`config.mk`:
```
export PLATFORM = sky130hd
export DESIGN_NAME = pma_ctrl
export DESIGN_NICKNAME = d
export VERILOG_FILES = /design/src/rtl/position_moving_average_unit_macros.svh /design/src/rtl/pma_pkg.sv /design/src/rtl/pma_ctrl.sv
export SDC_FILE = /design/constraint.sdc
export NUM_CORES = 1
export LEC_CHECK = 0
export BUFFER_PORTS_ARGS = -buffer_cell sky130_fd_sc_hd__buf_2
export CAP_MARGIN = 20
export CORE_AREA = 2 2 39 41
export DETAILED_ROUTE_END_ITERATION = 7
export DIE_AREA = 0 0 41 43
export PLACE_DENSITY = 0.49
export SYNTH_ARGS = -nofsm -noshare
export SYNTH_HDL_FRONTEND = slang
export SYNTH_SLANG_ARGS = --single-unit
```
`constraint.sdc`:
```
create_clock -name clk_i -period 1.2 [get_ports clk_i]
set_input_delay 0.12 -clock clk_i [delete_from_list [all_inputs] [get_ports clk_i]]
set_output_delay 0.12 -clock clk_i [all_outputs]
set_load 0.01 [all_outputs]
```
`src/rtl/position_moving_average_unit_macros.svh`:
```
// Assertion macros for the position moving average unit.
// Expects clk_i and rst_ni to be visible where the macros are used.
`ifndef POSITION_MOVING_AVERAGE_UNIT_MACROS_SVH
`define POSITION_MOVING_AVERAGE_UNIT_MACROS_SVH
`ifndef SYNTHESIS
`define PMA_ASSERT(label, ante, cons) \
  label: assert property (@(posedge clk_i) disable iff (!rst_ni) (ante) |-> (cons)) \
    else $error("position moving average: same-cycle check failed");
`define PMA_ASSERT_NEXT(label, ante, cons) \
  label: assert property (@(posedge clk_i) disable iff (!rst_ni) (ante) |=> (cons)) \
    else $error("position moving average: next-cycle check failed");
`else
`define PMA_ASSERT(label, ante, cons)
`define PMA_ASSERT_NEXT(label, ante, cons)
`endif
`endif

```
`src/rtl/pma_pkg.sv`:
```
// Shared constants and controller/datapath interface types for the
// position moving average unit. No dependencies.
package pma_pkg;

  localparam int unsigned MaxWindowDef = 255;
  localparam int unsigned PosWidthDef  = 32;
  localparam int unsigned NumAxes      = 3;
  localparam int unsigned WinW         = 8;
  localparam logic [WinW-1:0] WindowReset = 8'd4;

  typedef struct packed {
    logic capture;
    logic fill_wr;
    logic ring_wr;
    logic acc_rd;
    logic div_start;
    logic div_step;
    logic load_out;
  } cmd_t;

  typedef struct packed {
    logic in_paused;
    logic in_refill;
    logic fill_last;
    logic rd_last;
    logic div_last;
  } sts_t;

endpackage

```
`src/rtl/pma_ctrl.sv`:
```
// Sequencing state machine of the position moving average unit.
// Depends on pma_pkg for the command and status types.
module pma_ctrl import pma_pkg::*; (
  input  logic clk_i,
  input  logic rst_ni,
  input  logic in_valid_i,
  output logic in_stall_o,
  output logic out_valid_o,
  input  logic out_stall_i,
  input  sts_t sts_i,
  output cmd_t cmd_o
);

  localparam logic [2:0] S_IDLE   = 3'd0;
  localparam logic [2:0] S_FILL   = 3'd1;
  localparam logic [2:0] S_RING   = 3'd2;
  localparam logic [2:0] S_ACC    = 3'd3;
  localparam logic [2:0] S_DRAIN  = 3'd4;
  localparam logic [2:0] S_DSTART = 3'd5;
  localparam logic [2:0] S_DIV    = 3'd6;
  localparam logic [2:0] S_RESULT = 3'd7;

  logic [2:0] state_q, state_d;
  logic       out_valid_q, out_valid_d;
  logic       out_free;

  assign out_free = !out_valid_q || !out_stall_i;

  always_comb begin
    state_d = state_q;
    cmd_o   = '0;
    unique case (state_q)
      S_IDLE: begin
        if (in_valid_i) begin
          cmd_o.capture = 1'b1;
          if (sts_i.in_paused) begin
            state_d = S_RESULT;
          end else if (sts_i.in_refill) begin
            state_d = S_FILL;
          end else begin
            state_d = S_RING;
          end
        end
      end
      S_FILL: begin
        cmd_o.fill_wr = 1'b1;
        if (sts_i.fill_last) begin
          state_d = S_RESULT;
        end
      end
      S_RING: begin
        cmd_o.ring_wr = 1'b1;
        state_d       = S_ACC;
      end
      S_ACC: begin
        cmd_o.acc_rd = 1'b1;
        if (sts_i.rd_last) begin
          state_d = S_DRAIN;
        end
      end
      S_DRAIN: begin
        state_d = S_DSTART;
      end
      S_DSTART: begin
        cmd_o.div_start = 1'b1;
        state_d         = S_DIV;
      end
      S_DIV: begin
        cmd_o.div_step = 1'b1;
        if (sts_i.div_last) begin
          state_d = S_RESULT;
        end
      end
      S_RESULT: begin
        if (out_free) begin
          cmd_o.load_out = 1'b1;
          state_d        = S_IDLE;
        end
      end
      default: begin
        state_d = S_IDLE;
      end
    endcase
  end

  always_comb begin
    if (cmd_o.load_out) begin
      out_valid_d = 1'b1;
    end else if (out_stall_i) begin
      out_valid_d = out_valid_q;
    end else begin
      out_valid_d = 1'b0;
    end
  end

  always_ff @(posedge clk_i or negedge rst_ni) begin
    if (!rst_ni) begin
      state_q     <= S_IDLE;
      out_valid_q <= 1'b0;
    end else begin
      state_q     <= state_d;
      out_valid_q <= out_valid_d;
    end
  end

  assign in_stall_o  = (state_q != S_IDLE);
  assign out_valid_o = out_valid_q;

endmodule

```
==> results.sh <==
export IMPL_die_h_um=43
export IMPL_dp_cells=75
export IMPL_worst_r2r_cell_count=4
export IMPL_fillerInstances=152
export IMPL_top_level_ports=18
export IMPL_grt_pass1_wl_um=1590
export IMPL_grt_usage_pct=14.2
export IMPL_worst_hold_slack_across_all_endpoints_ns=0.184
export IMPL_num_antenna_cells=0
export IMPL_worstSetupStartpoint="state_q[0]"
export IMPL_grt_overflow=0
export IMPL_total_switching_power_uw=621
export IMPL_final_setup_viol_count=6
export IMPL_clock_sinks=4
export IMPL_postSynthRegisterBits=4
export IMPL_max_freq_mhz=749
export IMPL_worst_setup_hold_path_clk_slew_ns=0.04
export IMPL_layout_net_count=81
export IMPL_post_layout_instance_count_excluding_filler_cells=86
export IMPL_first_global_vias=402
export IMPL_worst_slack_ns=-0.135
export IMPL_fp_rows=14
export IMPL_timing_slew_headroom_pct=87.6
export IMPL_critical_path_max_stage_delay_ns=0.42
export IMPL_route_final_wire_length_um=972
export IMPL_tightestPinTransition_ns=0.185
export IMPL_wl_per_cell_um=11.3
export IMPL_grt_start_max_net_pins=9
export IMPL_final_setup_skew_ns=0.00222
export IMPL_cp_cell_sequence="buf_6 -> or3_1 -> buf_2"
export IMPL_floorplan_initialDensity_pct=23.1
export IMPL_finalCritPeriodShare_pct=111
export IMPL_drc_errors=0
export IMPL_area_sequential_um2=104
export IMPL_seq_area_frac_synth_pct=31.4
export IMPL_antenna_found_initial=0
export IMPL_crit_reg2reg_launch="state_q[2]"
export IMPL_critical_path_cell_with_the_highest_stage_delay="dfrtp_2"
export IMPL_timing_reg2reg_setup_slack_ns=-0.01
export IMPL_path_max_fanout=4
export IMPL_layout_drive_gt1_share_pct=61.4
export IMPL_synthDominantAreaCellType="dfrtp_1"
export IMPL_number_of_vias_in_the_routed_layout=411
export IMPL_width_of_the_die_um=41
export IMPL_syn_cell_area_um2=319
export IMPL_clock_path_buffers=2
export IMPL_post_route_util_pct=41.9
export IMPL_avgViaCountPerCell=4.78
export IMPL_hold_viol_final=0
export IMPL_timing_rr_end="state_q[0]"
export IMPL_power_per_cell_area_nw_per_um2=2650
export IMPL_vdd_drop_max_v=0.000920
export IMPL_finalMaxSlewViolations=0
export IMPL_ys_types=22
export IMPL_leakage_nw=0.274
export IMPL_syn_inst=42
export IMPL_pwr_share_comb_pct=67.9
export IMPL_hpwlAfterDp_um=665
export IMPL_clock_power_share_pct=10.9
export IMPL_worstPathRequired_ns=1.08
export IMPL_clock_buffers_created_by_tritoncts=3
export IMPL_root_buffer="clkbuf_4"
export IMPL_maxCapViolCount=0
export IMPL_place_area_um2=432
export IMPL_post_layout_instance_area_um2=579
export IMPL_post_route_min_period_ns=1.33
export IMPL_hold_path_startpoint="out_stall_i"
export IMPL_endpoint="in_stall_o"
export IMPL_first_pass_iters=3
export IMPL_synth_area_top_cells="dfrtp_1 (31%), nand2_1 (7.1%), nor2_1 (7.1%), a21oi_1 (4.7%), buf_2 (4.7%)"
export IMPL_synth_net_count=51
export IMPL_fin_tns_setup_ns=-0.321
export IMPL_switching_share_pct=40.5
export IMPL_status="finished, violations left"
export IMPL_crit_path_start_kind="register"
export IMPL_detail_route_iter0_violations=2
export IMPL_postRouteAntennaNets=0
export IMPL_critPathCaptureType="output pin"
export IMPL_critPathArrivalTime_ns=1.21
export IMPL_area_delta_synth_final_pct=81.6
export IMPL_internal_power_uw=913
export IMPL_worst_skew_pair_late_latency_ns=0.24
export IMPL_worst_setup_path_type="register to output pin"
export IMPL_placement_io_buffers=17
export IMPL_routability_cong=0.644
export IMPL_grt_setup_unrepaired="yes"
export IMPL_die_area_um2=1760
export IMPL_power_frac_seq_pct=21.2
export IMPL_multi_input_area_um2=229
export IMPL_yosys_area_top_type_share_pct=31.4
export IMPL_synth_area_per_cell_um2=7.60
export IMPL_timing_hold_worst_class="primary input to register"
export IMPL_core_area_um2=1380
export IMPL_tritoncts="yes"
export IMPL_synth_yosys_warnings=0
export IMPL_htree_levels=1
export IMPL_violations="negative setup slack"
==> critical path: cells and delay by family (launching register included) <==
kind	cells	cell delay, ns
buf+inv	2	0.27
simple gates	1	0.29
flops	1	0.42
==> kinds of logic after synthesis <==
family                 Yosys count  synth area share (%)
AOI/OAI and AO/OA               11                  23.5
buffers and inverters            4                  7.06
DFF                              4                  31.4
and+or+nand+nor                 23                  38.0
==> power groups by stage <==
stage | logic [mW] | registers (mW) | clock network, mW
5_1_grt | 1.14 | 0.338 | 0.187
6_report | 1.04 | 0.325 | 0.166
3_3_place_gp | 0.653 | 0.338 | 0
2_1_floorplan | 0.481 | 0.273 | 0
3_5_place_dp | 0.659 | 0.343 | 0
4_1_cts | 0.943 | 0.306 | 0.179
==> worst min path at each step <==
stage	end	slack, ns	cells after the start
finish	out_valid_o	0.18	3
detailed placement	state_q[0]	-0.07	1
global placement	state_q[0]	-0.07	1
CTS	out_valid_o	0.15	3
global route	out_valid_o	0.18	3
floorplan	out_valid_o	-0.18	0
==> final cells by class <==
type,instances,share of cell area (%)
sequential,4,17.9
tap,16,3.46
timing repair buffer,29,35.2
clock buffer,3,3.89
multi-input combinational,34,39.5
==> stage by stage <==
step,power (mW),worst slack [ns]
6_report,1.53,-0.135
2_1_floorplan,0.753,0.111
5_1_grt,1.66,-0.174
4_1_cts,1.43,-0.135
3_3_place_gp,0.991,0.0263
3_5_place_dp,1.00,-0.00659
==> metal layers <==
| metal | part of all wire, % | vias up | wire [µm] | track usage (%) |
|---|---|---|---|---|
| li1 | - | 209 | - | - |
| met1 | 40 | 187 | 393 | 14.8 |
| met2 | 51 | 11 | 497 | 21.3 |
| met3 | 5.9 | 4 | 57 | 6.28 |
| met4 | 2.4 | 0 | 23 | 10.0 |
| met5 | 0 | - | 0 | 0 |
==> what timing repair did <==
| item | in CTS | in global routing |
|---|---|---|
| resized for setup | 7 | 12 |
| hold buffers | 1 | 0 |
| hold endpoints to repair | 4 | 0 |
| endpoints found under the setup margin | 10 | 11 |
| buffers inserted | 7 | 1 |
| pin swaps | 0 | 2 |
==> sequential cells by signal, summed over array words and instances, names as in the netlist <==
signal / count
state_q: 3
out_valid_o: 1
==> Yosys cell counts (all sizes together) <==
| library cell | number |
|---|---|
| o21a | 2 |
| buf | 4 |
| a31o | 1 |
| or3 | 1 |
| dfrtp | 4 |
| o32a | 1 |
| and2 | 1 |
| nor2b | 1 |
| o31ai | 1 |
| o21ai | 2 |
| nor3 | 2 |
| nand2b | 1 |
| a21oi | 3 |
| and4 | 1 |
| nand3b | 1 |
| nand3 | 2 |
| nor3b | 1 |
| nor2 | 6 |
| nand2 | 6 |
| a32oi | 1 |
==> cell usage in the layout (no fill, tap or decap), types with 2 or more instances in the layout <==
cell	n
a21oi_2	2
buf_2	17
buf_4	4
buf_6	7
clkbuf_4	3
dfrtp_2	3
nand2_1	6
nor2_1	4
nor2_2	2
nor3_2	2
o21a_1	2
Power figures use the tool's default switching activity.
